--- src/sv/rwb_pkg.sv ---
// shared codes and fixed field widths for the retransmit window buffer
`timescale 1ns / 1ps

package rwb_pkg;

  localparam int OP_W   = 2;
  localparam int SEQ_W  = 31;
  localparam int STAT_W = 2;

  localparam logic [OP_W-1:0] OP_ADD    = 2'd0;
  localparam logic [OP_W-1:0] OP_ACK    = 2'd1;
  localparam logic [OP_W-1:0] OP_LOOKUP = 2'd2;

  localparam logic [STAT_W-1:0] STAT_OK       = 2'd0;
  localparam logic [STAT_W-1:0] STAT_DROPPED  = 2'd1;
  localparam logic [STAT_W-1:0] STAT_NOTFOUND = 2'd2;

endpackage

--- src/sv/rwb_in_if.sv ---
// request channel: one window operation per word
`timescale 1ns / 1ps

interface rwb_in_if #(
  parameter int HANDLE_BITS = 16
);
  logic                        valid;
  logic                        ready;
  logic [rwb_pkg::OP_W-1:0]    operation;
  logic [rwb_pkg::SEQ_W-1:0]   seq_num;
  logic [HANDLE_BITS-1:0]      buffer_handle;
  logic [rwb_pkg::SEQ_W-1:0]   ack_number;

  modport source (output valid, operation, seq_num, buffer_handle, ack_number, input ready);
  modport sink (input valid, operation, seq_num, buffer_handle, ack_number, output ready);
endinterface

--- src/sv/rwb_out_if.sv ---
// result channel: outcome and window summary per word
`timescale 1ns / 1ps

interface rwb_out_if #(
  parameter int HANDLE_BITS = 16,
  parameter int CNT_W       = 7
);
  logic                        valid;
  logic                        ready;
  logic [rwb_pkg::STAT_W-1:0]  status;
  logic [HANDLE_BITS-1:0]      found_handle;
  logic [CNT_W-1:0]            removed_count;
  logic [CNT_W-1:0]            window_count;
  logic                        window_full;
  logic                        window_empty;
  logic [HANDLE_BITS-1:0]      oldest_handle;
  logic [HANDLE_BITS-1:0]      newest_handle;

  modport source (
    output valid, status, found_handle, removed_count, window_count, window_full,
           window_empty, oldest_handle, newest_handle,
    input  ready
  );
  modport sink (
    input  valid, status, found_handle, removed_count, window_count, window_full,
           window_empty, oldest_handle, newest_handle,
    output ready
  );
endinterface

--- src/sv/rwb_ram.sv ---
// generic simple dual-port ram with registered read
`timescale 1ns / 1ps

module rwb_ram #(
  parameter int WIDTH = 8,
  parameter int DEPTH = 64
) (
  input  logic                     clk,
  input  logic                     wr_en,
  input  logic [$clog2(DEPTH)-1:0] wr_addr,
  input  logic [WIDTH-1:0]         wr_data,
  input  logic                     rd_en,
  input  logic [$clog2(DEPTH)-1:0] rd_addr,
  output logic [WIDTH-1:0]         rd_data
);

  logic [WIDTH-1:0] mem [DEPTH];

  always_ff @(posedge clk) begin
    if (wr_en) begin
      mem[wr_addr] <= wr_data;
    end
    if (rd_en) begin
      rd_data <= mem[rd_addr];
    end
  end

endmodule

--- src/sv/retransmit_window_buffer.sv ---
// top level: ring of unacknowledged segments with add, cumulative ack and lookup
// An add goes via S_DONE to the result register. A cumulative ack or a lookup walks
// the held entries from the oldest one through a single ram read port, one entry
// per cycle, until the ack meets an unacked entry or the lookup hits. One word is
// in flight at a time; the next request is taken once the result register is free
// or being drained. The ram needs no clearing after reset: only held entries are
// ever read. The user must write capacity through cfg_wr_en/cfg_wr_data only while
// idle; the block does not check. Zero acts as 1; values above DEPTH act as DEPTH.
`timescale 1ns / 1ps

module retransmit_window_buffer #(
  parameter int DEPTH       = 64,
  parameter int HANDLE_BITS = 16
) (
  input  logic                         clk,
  input  logic                         rst,
  input  logic                         cfg_wr_en,
  input  logic [$clog2(DEPTH+1)-1:0]   cfg_wr_data,
  rwb_in_if.sink                       req,
  rwb_out_if.source                    rsp
);

  localparam int IDX_W = $clog2(DEPTH);
  localparam int CNT_W = $clog2(DEPTH+1);
  localparam int ENT_W = rwb_pkg::SEQ_W + HANDLE_BITS;
  localparam logic [CNT_W-1:0] DEPTH_C = CNT_W'(DEPTH);
  localparam logic [IDX_W-1:0] LAST_IDX = IDX_W'(DEPTH - 1);

  localparam logic [1:0] S_IDLE = 2'd0;
  localparam logic [1:0] S_SCAN = 2'd1;
  localparam logic [1:0] S_DONE = 2'd2;

  function automatic logic [IDX_W-1:0] ring_next(input logic [IDX_W-1:0] i);
    return (i == LAST_IDX) ? '0 : i + IDX_W'(1);
  endfunction

  logic [1:0]                  state;
  logic [CNT_W-1:0]            capacity;
  logic [IDX_W-1:0]            head;
  logic [IDX_W-1:0]            tail;
  logic [CNT_W-1:0]            count;
  logic [HANDLE_BITS-1:0]      oldest;
  logic [HANDLE_BITS-1:0]      newest;

  logic [rwb_pkg::OP_W-1:0]    op;
  logic [rwb_pkg::SEQ_W-1:0]   key_seq;
  logic [rwb_pkg::SEQ_W-1:0]   key_ack;
  logic [rwb_pkg::STAT_W-1:0]  stat;
  logic [HANDLE_BITS-1:0]      found;
  logic [CNT_W-1:0]            removed;

  logic [IDX_W-1:0]            rd_ptr;
  logic [CNT_W-1:0]            rd_left;
  logic                        cmp_valid;

  logic                        accept;
  logic [CNT_W-1:0]            cap_eff;
  logic                        full_now;
  logic                        issue;
  logic                        ram_wr_en;
  logic [ENT_W-1:0]            ram_wr_data;
  logic [ENT_W-1:0]            rd_data;
  logic [rwb_pkg::SEQ_W-1:0]   rd_seq;
  logic [HANDLE_BITS-1:0]      rd_handle;

  assign cap_eff  = (capacity == '0) ? CNT_W'(1) : ((capacity > DEPTH_C) ? DEPTH_C : capacity);
  assign full_now = (count >= cap_eff);

  assign req.ready = (state == S_IDLE) && (!rsp.valid || rsp.ready);
  assign accept    = req.valid && req.ready;

  assign ram_wr_en   = accept && (req.operation == rwb_pkg::OP_ADD) && !full_now;
  assign ram_wr_data = {req.seq_num, req.buffer_handle};
  assign issue       = (state == S_SCAN) && (rd_left != '0);

  assign rd_seq    = rd_data[ENT_W-1:HANDLE_BITS];
  assign rd_handle = rd_data[HANDLE_BITS-1:0];

  rwb_ram #(
    .WIDTH (ENT_W),
    .DEPTH (DEPTH)
  ) u_ram (
    .clk     (clk),
    .wr_en   (ram_wr_en),
    .wr_addr (tail),
    .wr_data (ram_wr_data),
    .rd_en   (issue),
    .rd_addr (rd_ptr),
    .rd_data (rd_data)
  );

  always_ff @(posedge clk) begin
    if (rst) begin
      capacity <= DEPTH_C;
    end else if (cfg_wr_en) begin
      capacity <= cfg_wr_data;
    end
  end

  // sequencer: add finishes at once, ack and lookup stream reads from the head
  always_ff @(posedge clk) begin
    if (rst) begin
      state     <= S_IDLE;
      head      <= '0;
      tail      <= '0;
      count     <= '0;
      cmp_valid <= 1'b0;
      rd_left   <= '0;
    end else begin
      case (state)
        S_IDLE: begin
          if (accept) begin
            op        <= req.operation;
            key_seq   <= req.seq_num;
            key_ack   <= req.ack_number;
            found     <= '0;
            removed   <= '0;
            rd_ptr    <= head;
            rd_left   <= count;
            cmp_valid <= 1'b0;
            case (req.operation)
              rwb_pkg::OP_ADD: begin
                if (full_now) begin
                  stat <= rwb_pkg::STAT_DROPPED;
                end else begin
                  stat   <= rwb_pkg::STAT_OK;
                  tail   <= ring_next(tail);
                  count  <= count + CNT_W'(1);
                  newest <= req.buffer_handle;
                  if (count == '0) begin
                    oldest <= req.buffer_handle;
                  end
                end
                state <= S_DONE;
              end
              rwb_pkg::OP_ACK: begin
                stat  <= rwb_pkg::STAT_OK;
                state <= S_SCAN;
              end
              rwb_pkg::OP_LOOKUP: begin
                stat  <= rwb_pkg::STAT_NOTFOUND;
                state <= S_SCAN;
              end
              default: begin
                stat  <= rwb_pkg::STAT_OK;
                state <= S_DONE;
              end
            endcase
          end
        end
        S_SCAN: begin
          cmp_valid <= issue;
          if (issue) begin
            rd_ptr  <= ring_next(rd_ptr);
            rd_left <= rd_left - CNT_W'(1);
          end
          if (cmp_valid) begin
            if (op == rwb_pkg::OP_ACK) begin
              if (rd_seq < key_ack) begin
                head    <= ring_next(head);
                count   <= count - CNT_W'(1);
                removed <= removed + CNT_W'(1);
              end else begin
                oldest <= rd_handle;
                state  <= S_DONE;
              end
            end else if (rd_seq == key_seq) begin
              found <= rd_handle;
              stat  <= rwb_pkg::STAT_OK;
              state <= S_DONE;
            end
          end else if (rd_left == '0) begin
            state <= S_DONE;
          end
        end
        S_DONE: begin
          state <= S_IDLE;
        end
        default: begin
          state <= S_IDLE;
        end
      endcase
    end
  end

  // result register, loaded once per word
  always_ff @(posedge clk) begin
    if (rst) begin
      rsp.valid <= 1'b0;
    end else if (state == S_DONE) begin
      rsp.valid <= 1'b1;
    end else if (rsp.ready) begin
      rsp.valid <= 1'b0;
    end
  end

  always_ff @(posedge clk) begin
    if (state == S_DONE) begin
      rsp.status        <= stat;
      rsp.found_handle  <= found;
      rsp.removed_count <= removed;
      rsp.window_count  <= count;
      rsp.window_full   <= full_now;
      rsp.window_empty  <= (count == '0);
      rsp.oldest_handle <= (count == '0) ? '0 : oldest;
      rsp.newest_handle <= (count == '0) ? '0 : newest;
    end
  end

`ifndef SYNTHESIS
  a_count_bound: assert property (@(posedge clk) disable iff (rst) count <= DEPTH_C)
    else $error("window count above depth");

  a_slot_free: assert property (@(posedge clk) disable iff (rst)
    (state == S_DONE) |-> !rsp.valid)
    else $error("result loaded while previous word still pending");

  a_one_in_flight: assert property (@(posedge clk) disable iff (rst)
    accept |=> !req.ready)
    else $error("request taken while a word is in flight");

  a_scan_order: assert property (@(posedge clk) disable iff (rst)
    (cmp_valid && state == S_SCAN && op == rwb_pkg::OP_ACK && rd_seq < key_ack)
      |=> (count == $past(count) - CNT_W'(1)))
    else $error("ack release did not shrink the window");
`endif

endmodule

--- src/flat_wrapper.sv ---
// flat-port wrapper written by rule: the top's interface ports become plain ports
module retransmit_window_buffer_flat 
#(
  parameter int DEPTH       = 64,
  parameter int HANDLE_BITS = 16
)
  (clk, rst, cfg_wr_en, cfg_wr_data, req_valid, req_operation, req_seq_num, req_buffer_handle, req_ack_number, req_ready, rsp_valid, rsp_status, rsp_found_handle, rsp_removed_count, rsp_window_count, rsp_window_full, rsp_window_empty, rsp_oldest_handle, rsp_newest_handle, rsp_ready);
  rwb_in_if #(.HANDLE_BITS(HANDLE_BITS)) req_i ();
  rwb_out_if #(.HANDLE_BITS(HANDLE_BITS), .CNT_W((7))) rsp_i ();
  input  logic clk;
  input  logic rst;
  input  logic cfg_wr_en;
  input  logic [$clog2(DEPTH+1)-1:0] cfg_wr_data;
  input wire logic [$bits(req_i.valid)-1:0] req_valid;
  input wire logic [$bits(req_i.operation)-1:0] req_operation;
  input wire logic [$bits(req_i.seq_num)-1:0] req_seq_num;
  input wire logic [$bits(req_i.buffer_handle)-1:0] req_buffer_handle;
  input wire logic [$bits(req_i.ack_number)-1:0] req_ack_number;
  output wire logic [$bits(req_i.ready)-1:0] req_ready;
  output wire logic [$bits(rsp_i.valid)-1:0] rsp_valid;
  output wire logic [$bits(rsp_i.status)-1:0] rsp_status;
  output wire logic [$bits(rsp_i.found_handle)-1:0] rsp_found_handle;
  output wire logic [$bits(rsp_i.removed_count)-1:0] rsp_removed_count;
  output wire logic [$bits(rsp_i.window_count)-1:0] rsp_window_count;
  output wire logic [$bits(rsp_i.window_full)-1:0] rsp_window_full;
  output wire logic [$bits(rsp_i.window_empty)-1:0] rsp_window_empty;
  output wire logic [$bits(rsp_i.oldest_handle)-1:0] rsp_oldest_handle;
  output wire logic [$bits(rsp_i.newest_handle)-1:0] rsp_newest_handle;
  input wire logic [$bits(rsp_i.ready)-1:0] rsp_ready;
  assign req_i.valid = req_valid;
  assign req_i.operation = req_operation;
  assign req_i.seq_num = req_seq_num;
  assign req_i.buffer_handle = req_buffer_handle;
  assign req_i.ack_number = req_ack_number;
  assign req_ready = req_i.ready;
  assign rsp_valid = rsp_i.valid;
  assign rsp_status = rsp_i.status;
  assign rsp_found_handle = rsp_i.found_handle;
  assign rsp_removed_count = rsp_i.removed_count;
  assign rsp_window_count = rsp_i.window_count;
  assign rsp_window_full = rsp_i.window_full;
  assign rsp_window_empty = rsp_i.window_empty;
  assign rsp_oldest_handle = rsp_i.oldest_handle;
  assign rsp_newest_handle = rsp_i.newest_handle;
  assign rsp_i.ready = rsp_ready;
  retransmit_window_buffer #(.DEPTH(DEPTH), .HANDLE_BITS(HANDLE_BITS)) u_core (.clk(clk), .rst(rst), .cfg_wr_en(cfg_wr_en), .cfg_wr_data(cfg_wr_data), .req(req_i), .rsp(rsp_i));
endmodule
--- config.mk ---
export PLATFORM = sky130hd
export DESIGN_NAME = retransmit_window_buffer_flat
export DESIGN_NICKNAME = d
export VERILOG_FILES = /design/src/sv/rwb_pkg.sv /design/src/sv/rwb_in_if.sv /design/src/sv/rwb_out_if.sv /design/src/sv/rwb_ram.sv /design/src/sv/retransmit_window_buffer.sv /design/src/flat_wrapper.sv
export SDC_FILE = /design/constraint.sdc
export NUM_CORES = 2
export LEC_CHECK = 0
export BUFFER_PORTS_ARGS = -buffer_cell sky130_fd_sc_hd__buf_2
export CORE_ASPECT_RATIO = 0.8
export CORE_MARGIN = 1.5
export CORE_UTILIZATION = 30
export DETAILED_ROUTE_END_ITERATION = 6
export SLEW_MARGIN = 5
export SYNTH_ARGS = -nofsm -noshare
export SYNTH_HDL_FRONTEND = slang
export SYNTH_SLANG_ARGS = --single-unit
export TNS_END_PERCENT = 30
--- constraint.sdc ---
create_clock -name clk -period 11.6 [get_ports clk]
set_input_delay 1.16 -clock clk [delete_from_list [all_inputs] [get_ports clk]]
set_output_delay 1.16 -clock clk [all_outputs]
set_load 0.1 [all_outputs]
# Word-level counts from Yosys, hierarchy flattened
# Memories as Yosys holds them, arrays and structs flattened. A register that Yosys moved wholly into a read port is not among the register bits.
# Index checks and enable logic that the tools add are counted.
# classes
reduce_logical	29
addsub	7
n_bitwise	2
n_lt_le_gt_ge	3
muxes	57
eq_ne	23
# ops
cell	n
$mux 16	11
$mux 7	14
$pmux 16 s2	2
$pmux 7 s2	3
$eq 31x31->1	1
$lt 31x31->1	1
$mux 6	5
$mux 2	11
$logic_not 7->1	3
$add 6x1->6 const B	3
$eq 6x6->1 const B	3
$ne 2x2->1 const B	8
$reduce_and 4->1	4
$add 7x1->7 const B	2
$sub 7x1->7 const B	2
$pmux 2 s2	3
$pmux 6 s2	1
$reduce_and 6->1	2
$reduce_and 9->1	1
$ne 4x4->1 const B	2
$ge 7x7->1	1
$gt 7x7->1 const B	1
$reduce_and 7->1	1
$reduce_bool 7->1	1
16 further kinds	35
# totals
memories	1
ramBits	3008
ff_bits	230
out_inout_bits	68
word_cells	147
# mem_list
name	depth	word_bits	rd	rd_clocked_by_memory_dff	write_ports	line	rtl
u_core.u_ram.mem	64	47	1	1	1	rwb_ram.sv:17	logic [WIDTH-1:0] mem [DEPTH];

# Longest topological paths before layout
# logic_depth
depth_word	8
ltp_mapped	12

# Cells and area by module
# From an unflattened synthesis, not the netlist that was laid out.
# unflattened
hier_cells	5591
area_unflattened_um2	125474.1
# by_module_without_submodules
mod	area_each_um2	n_inst	cells_each	seq_area_each_um2
rwb_ram	115525.8	1	4840	91738.0
retransmit_window_buffer	9948.3	1	751	6536.3

# Least setup slack after synthesis
# OpenSTA, ideal clock, no wires.
# synth_timing
kind	input to register
startpoint	input rsp_ready
endpoint	register u_core.key_ack[0] in the netlist's numbering, enable pin
t_required_ns	11.114
arrival_ns	6.701
path_buffers	0
stages	4
setup_time_ns	0.486
path_slack_ns	4.414
cell_sequence	nor2b_1 nor3_1 nand2_1 nor2_1
# synth_via
elab_chain_cells	4
# synth_lines
item	line	rtl
start, declared	flat_wrapper.sv:29	input wire logic [$bits(rsp_i.ready)-1:0] rsp_ready;
$logic_or 1x1->1	retransmit_window_buffer.sv:69	assign req.ready = (state == S_IDLE) && (!rsp.valid || rsp.ready);
$logic_and 1x1->1	retransmit_window_buffer.sv:69	
net req_ready	flat_wrapper.sv:19	output wire logic [$bits(req_i.ready)-1:0] req_ready;
$logic_and 1x1->1	retransmit_window_buffer.sv:70	assign accept = req.valid && req.ready;
$reduce_and 3->1 (no source line)	n/a	
end signal, assigned	retransmit_window_buffer.sv:115	key_ack <= req.ack_number;
end, declared	retransmit_window_buffer.sv:47	logic [rwb_pkg::SEQ_W-1:0] key_ack;
# The timed path passes the listed nets, and every way through them passes these cells.
# A chain may end at the register's enable or synchronous reset.

==> qor.yml <==
areaGrowthSynthToFinish_pct: 14.4
crit_required_ns: 12.19
wl_microns: 384000
grt.total_usage: 0.175
relSlewSlack: 0.147
hold_depth: 0
min_to: "u_core.rsp.found_handle[0]$_DFFE_PP_"
finClkSkew_ns: 0.0538
maxCapViolCount: 0
fin_crit_sh: 0.459
combPwrFrac: 0.208
place_congestion: 0.837
final_core_util: 0.346
overflow: 0
grt_pass1_vias: 61926
h-tree-depth: 5
fin_nets: 6322
synth_nets: 5967
via_count: 64965
fp.coreArea_sq_um: 418000
cts_resized: 0
p_leak_nw: 44.9
vias_per_cell: 5.41
hold_class: "flip-flop to flip-flop"
fillers: 38595
r2r_end: "u_core.u_ram.rd_data[21]$_DFFE_PP_"
synthArstFlopShare: 0
r2r_slack_ns: 6.28
grt_pass1_wl_microns: 520000
p_seq_frac: 0.453
drt_iter0_drc: 11602
yosysUniqueCellTypes: 67
root_buffer: "clkbuf_16"
ff_latch_area_sq_um: 98300
vdd_drop_max_uv: 131
power_frac_clock: 0.339
drc: 0
hpwl_microns: 224000
grt_max_degree: 110
cts_tree: "built"
drv_slew: 0
fmax_mhz: 188
grt_antenna_before_repair: 73
critPathArrivalTime_ns: 5.92
status: "finished, final reports clean"
min_from: "u_core.found[0]$_SDFFCE_PN0P_"
die_w_microns: 729
io_pins: 160
ys_warn_count: 0
layout_common_cells: "edfxtp_1 (3,248), mux4_2 (689), mux2i_1 (358)"
cts.sinks: 3285
rsz0062_at_grt: "false"
yosys_register_bits: 3285
post_cts_buffers: 0
switching_power_mw: 8.88
synth_area_sq_um: 126000
synth_area_per_cell_sq_um: 21.7
clk_latency_ns: 0.93
fin_crit_ns: 5.32
cp_max_fo: 101
wire_per_inst_microns: 32.0
cts.path.max_buffers: 4
finalHoldViolCount: 0
end_kind: "flip-flop"
timing_worst_setup_path_type: "flip-flop to flip-flop"
tns_ns: 0
worstMarginPinSlew_ns: 1.28
clkSlewWorstSetupHoldPaths_ns: 0.07
p_int_mw: 21.1
r2r_start: "u_core.rd_ptr[1]$_DFFE_PP_"
die_y_microns: 584
layout_commonest_cell: "edfxtp_1"
ys_seq_area_frac: 0.778
drive_above_1_share: 0.244
fp-row-count: 212
netSwitchingFraction: 0.296
hold_buffers: 0
synth_cells: 5824
numCtsBuffers: 314
power.density_cell_area_nw_per_um2: 207
die-area_sq_um: 425000
antenna_left: 0
multi_input_area_sq_um: 26800
initial_utilization: 0.302
reg2reg_depth: 9
drt_pre_antenna_iters: 5
setup_viol: 0
startpoint_type: "flip-flop"
io_buffer_count: 159
synth_edf_count: 3248
synth_ff_type: "edfxtp_1"
## worst max path at each step
stage,from,to,slack [ns],cells past startpoint
4_1_cts,u_core.rd_ptr[1]$_DFFE_PP_,u_core.u_ram.rd_data[21]$_DFFE_PP_,6.36,9
3_5_place_dp,u_core.rd_ptr[1]$_DFFE_PP_,u_core.u_ram.rd_data[21]$_DFFE_PP_,6.40,9
3_3_place_gp,u_core.rd_ptr[3]$_DFFE_PP_,u_core.u_ram.rd_data[13]$_DFFE_PP_,5.30,10
6_report,u_core.rd_ptr[1]$_DFFE_PP_,u_core.u_ram.rd_data[21]$_DFFE_PP_,6.28,9
2_1_floorplan,rsp_ready,u_core.key_ack[0]$_DFFE_PP_,4.41,4
5_1_grt,u_core.rd_ptr[1]$_DFFE_PP_,u_core.u_ram.rd_data[21]$_DFFE_PP_,6.09,9
## sequential cells by signal, summed over array words and instances (netlist names), 6 cells and up
| signal | count |
|---|---|
| u_core.capacity | 7 |
| u_core.count | 7 |
| u_core.found | 16 |
| u_core.head | 6 |
| u_core.key_ack | 31 |
| u_core.key_seq | 31 |
| u_core.newest | 16 |
| u_core.oldest | 16 |
| u_core.rd_left | 7 |
| u_core.rd_ptr | 6 |
| u_core.removed | 7 |
| u_core.rsp.found_handle | 16 |
| u_core.rsp.newest_handle | 16 |
| u_core.rsp.oldest_handle | 16 |
| u_core.rsp.removed_count | 7 |
| u_core.rsp.window_count | 7 |
| u_core.tail | 6 |
| u_core.u_ram.mem | 3008 |
| u_core.u_ram.rd_data | 47 |
## through the flow
step	setup slack, ns	cell area (sq um)	std cells	hold slack (ns)	total power, mW
floorplan	4.41	126000	5824	0.400	17.4
global placement	5.30	135000	11425	0.402	19.9
detailed placement	6.40	135000	11427	0.408	20.0
CTS	6.36	145000	11984	0.380	30.0
global route	6.09	145000	11986	0.396	30.8
finish	6.28	145000	12003	0.419	30.0
## cells in the mapped netlist, types with 3 or more instances
cell type  number  share of area
mux2i_1       359          0.028
o311ai_0        6        0.00042
and4_1          3        0.00021
edfxtp_1     3248           0.77
nand2b_1        9        0.00045
buf_1          42         0.0012
ha_1           50         0.0049
o21ai_0        73         0.0029
buf_4          38         0.0023
nand3_1        42         0.0017
dfxtp_1        37         0.0059
o221ai_1      142         0.0098
xor2_1         40         0.0028
and3_1          7        0.00035
nor2b_1         6        0.00030
mux2_2          5        0.00045
nor2_1        181         0.0054
o22ai_1        99         0.0049
a211oi_1       16        0.00095
a31oi_1         5        0.00025
nand4_1         9        0.00045
buf_2          60         0.0024
or2_2           3        0.00015
o31ai_1         6        0.00036
mux4_2        689           0.12
inv_1          49         0.0015
xnor2_1         8        0.00055
nor4_1         15        0.00074
buf_6          38         0.0034
nand2_1        81         0.0024
o211ai_1       11        0.00065
nor3_1         34         0.0013
o32a_1         13         0.0010
and2_1         51         0.0025
o32ai_1        12        0.00083
a221oi_1        9        0.00062
a21oi_1       112         0.0044
a21o_1         18         0.0011
nand3b_1        6        0.00036
clkbuf_1      134         0.0040
o21ai_1        18        0.00071
## layout make-up
type                    count  area share
well taps                5564      0.0481
clock buffers             392      0.0574
flip-flops and latches   3285       0.679
inverters                  52     0.00146
multi-input cells        2174       0.186
diodes                     19    0.000329
clock inverters           165      0.0110
repair buffers            352      0.0169
## power by group through the flow
| stage | sequential, mW | clock (mW) | combinational [mW] |
|---|---|---|---|
| final | 13.6 | 10.2 | 6.23 |
| after global routing | 13.6 | 10.7 | 6.46 |
| after CTS | 13.6 | 10.3 | 6.16 |
| after detailed placement | 13.8 | 0 | 6.14 |
| after global placement | 13.8 | 0 | 6.10 |
| after floorplan | 14.1 | 0 | 3.39 |
## cells by family (layout without fill, tap and decap cells)
logic type,count (synthesis),after routing,share of synthesized area
compound gates,566,566,0.0307
xor+xnor,48,48,0.00333
fa+ha+maj,51,51,0.00511
buf+inv,365,961,0.0148
flops,3285,3285,0.778
mux,1053,1053,0.152
other cells,0,19,0
simple gates,456,456,0.0168
## layer usage
metal	track usage	vias up	wire, microns
li1	-	25315	-
met1	0.254	34834	156000
met2	0.255	4266	166000
met3	0.0583	532	53000
met4	0.0382	18	8790
met5	0	-	114
## critical path: stages, from the launching register on
cell      delay (ns)
edfxtp_1        0.33
buf_4           0.23
buf_4           0.45
buf_4           0.49
buf_12          0.59
buf_4           0.65
mux4_2          0.41
mux4_2          0.54
a21oi_1         0.96
o21ai_1         0.14
No activity file was read; power rests on OpenSTA's default activity.
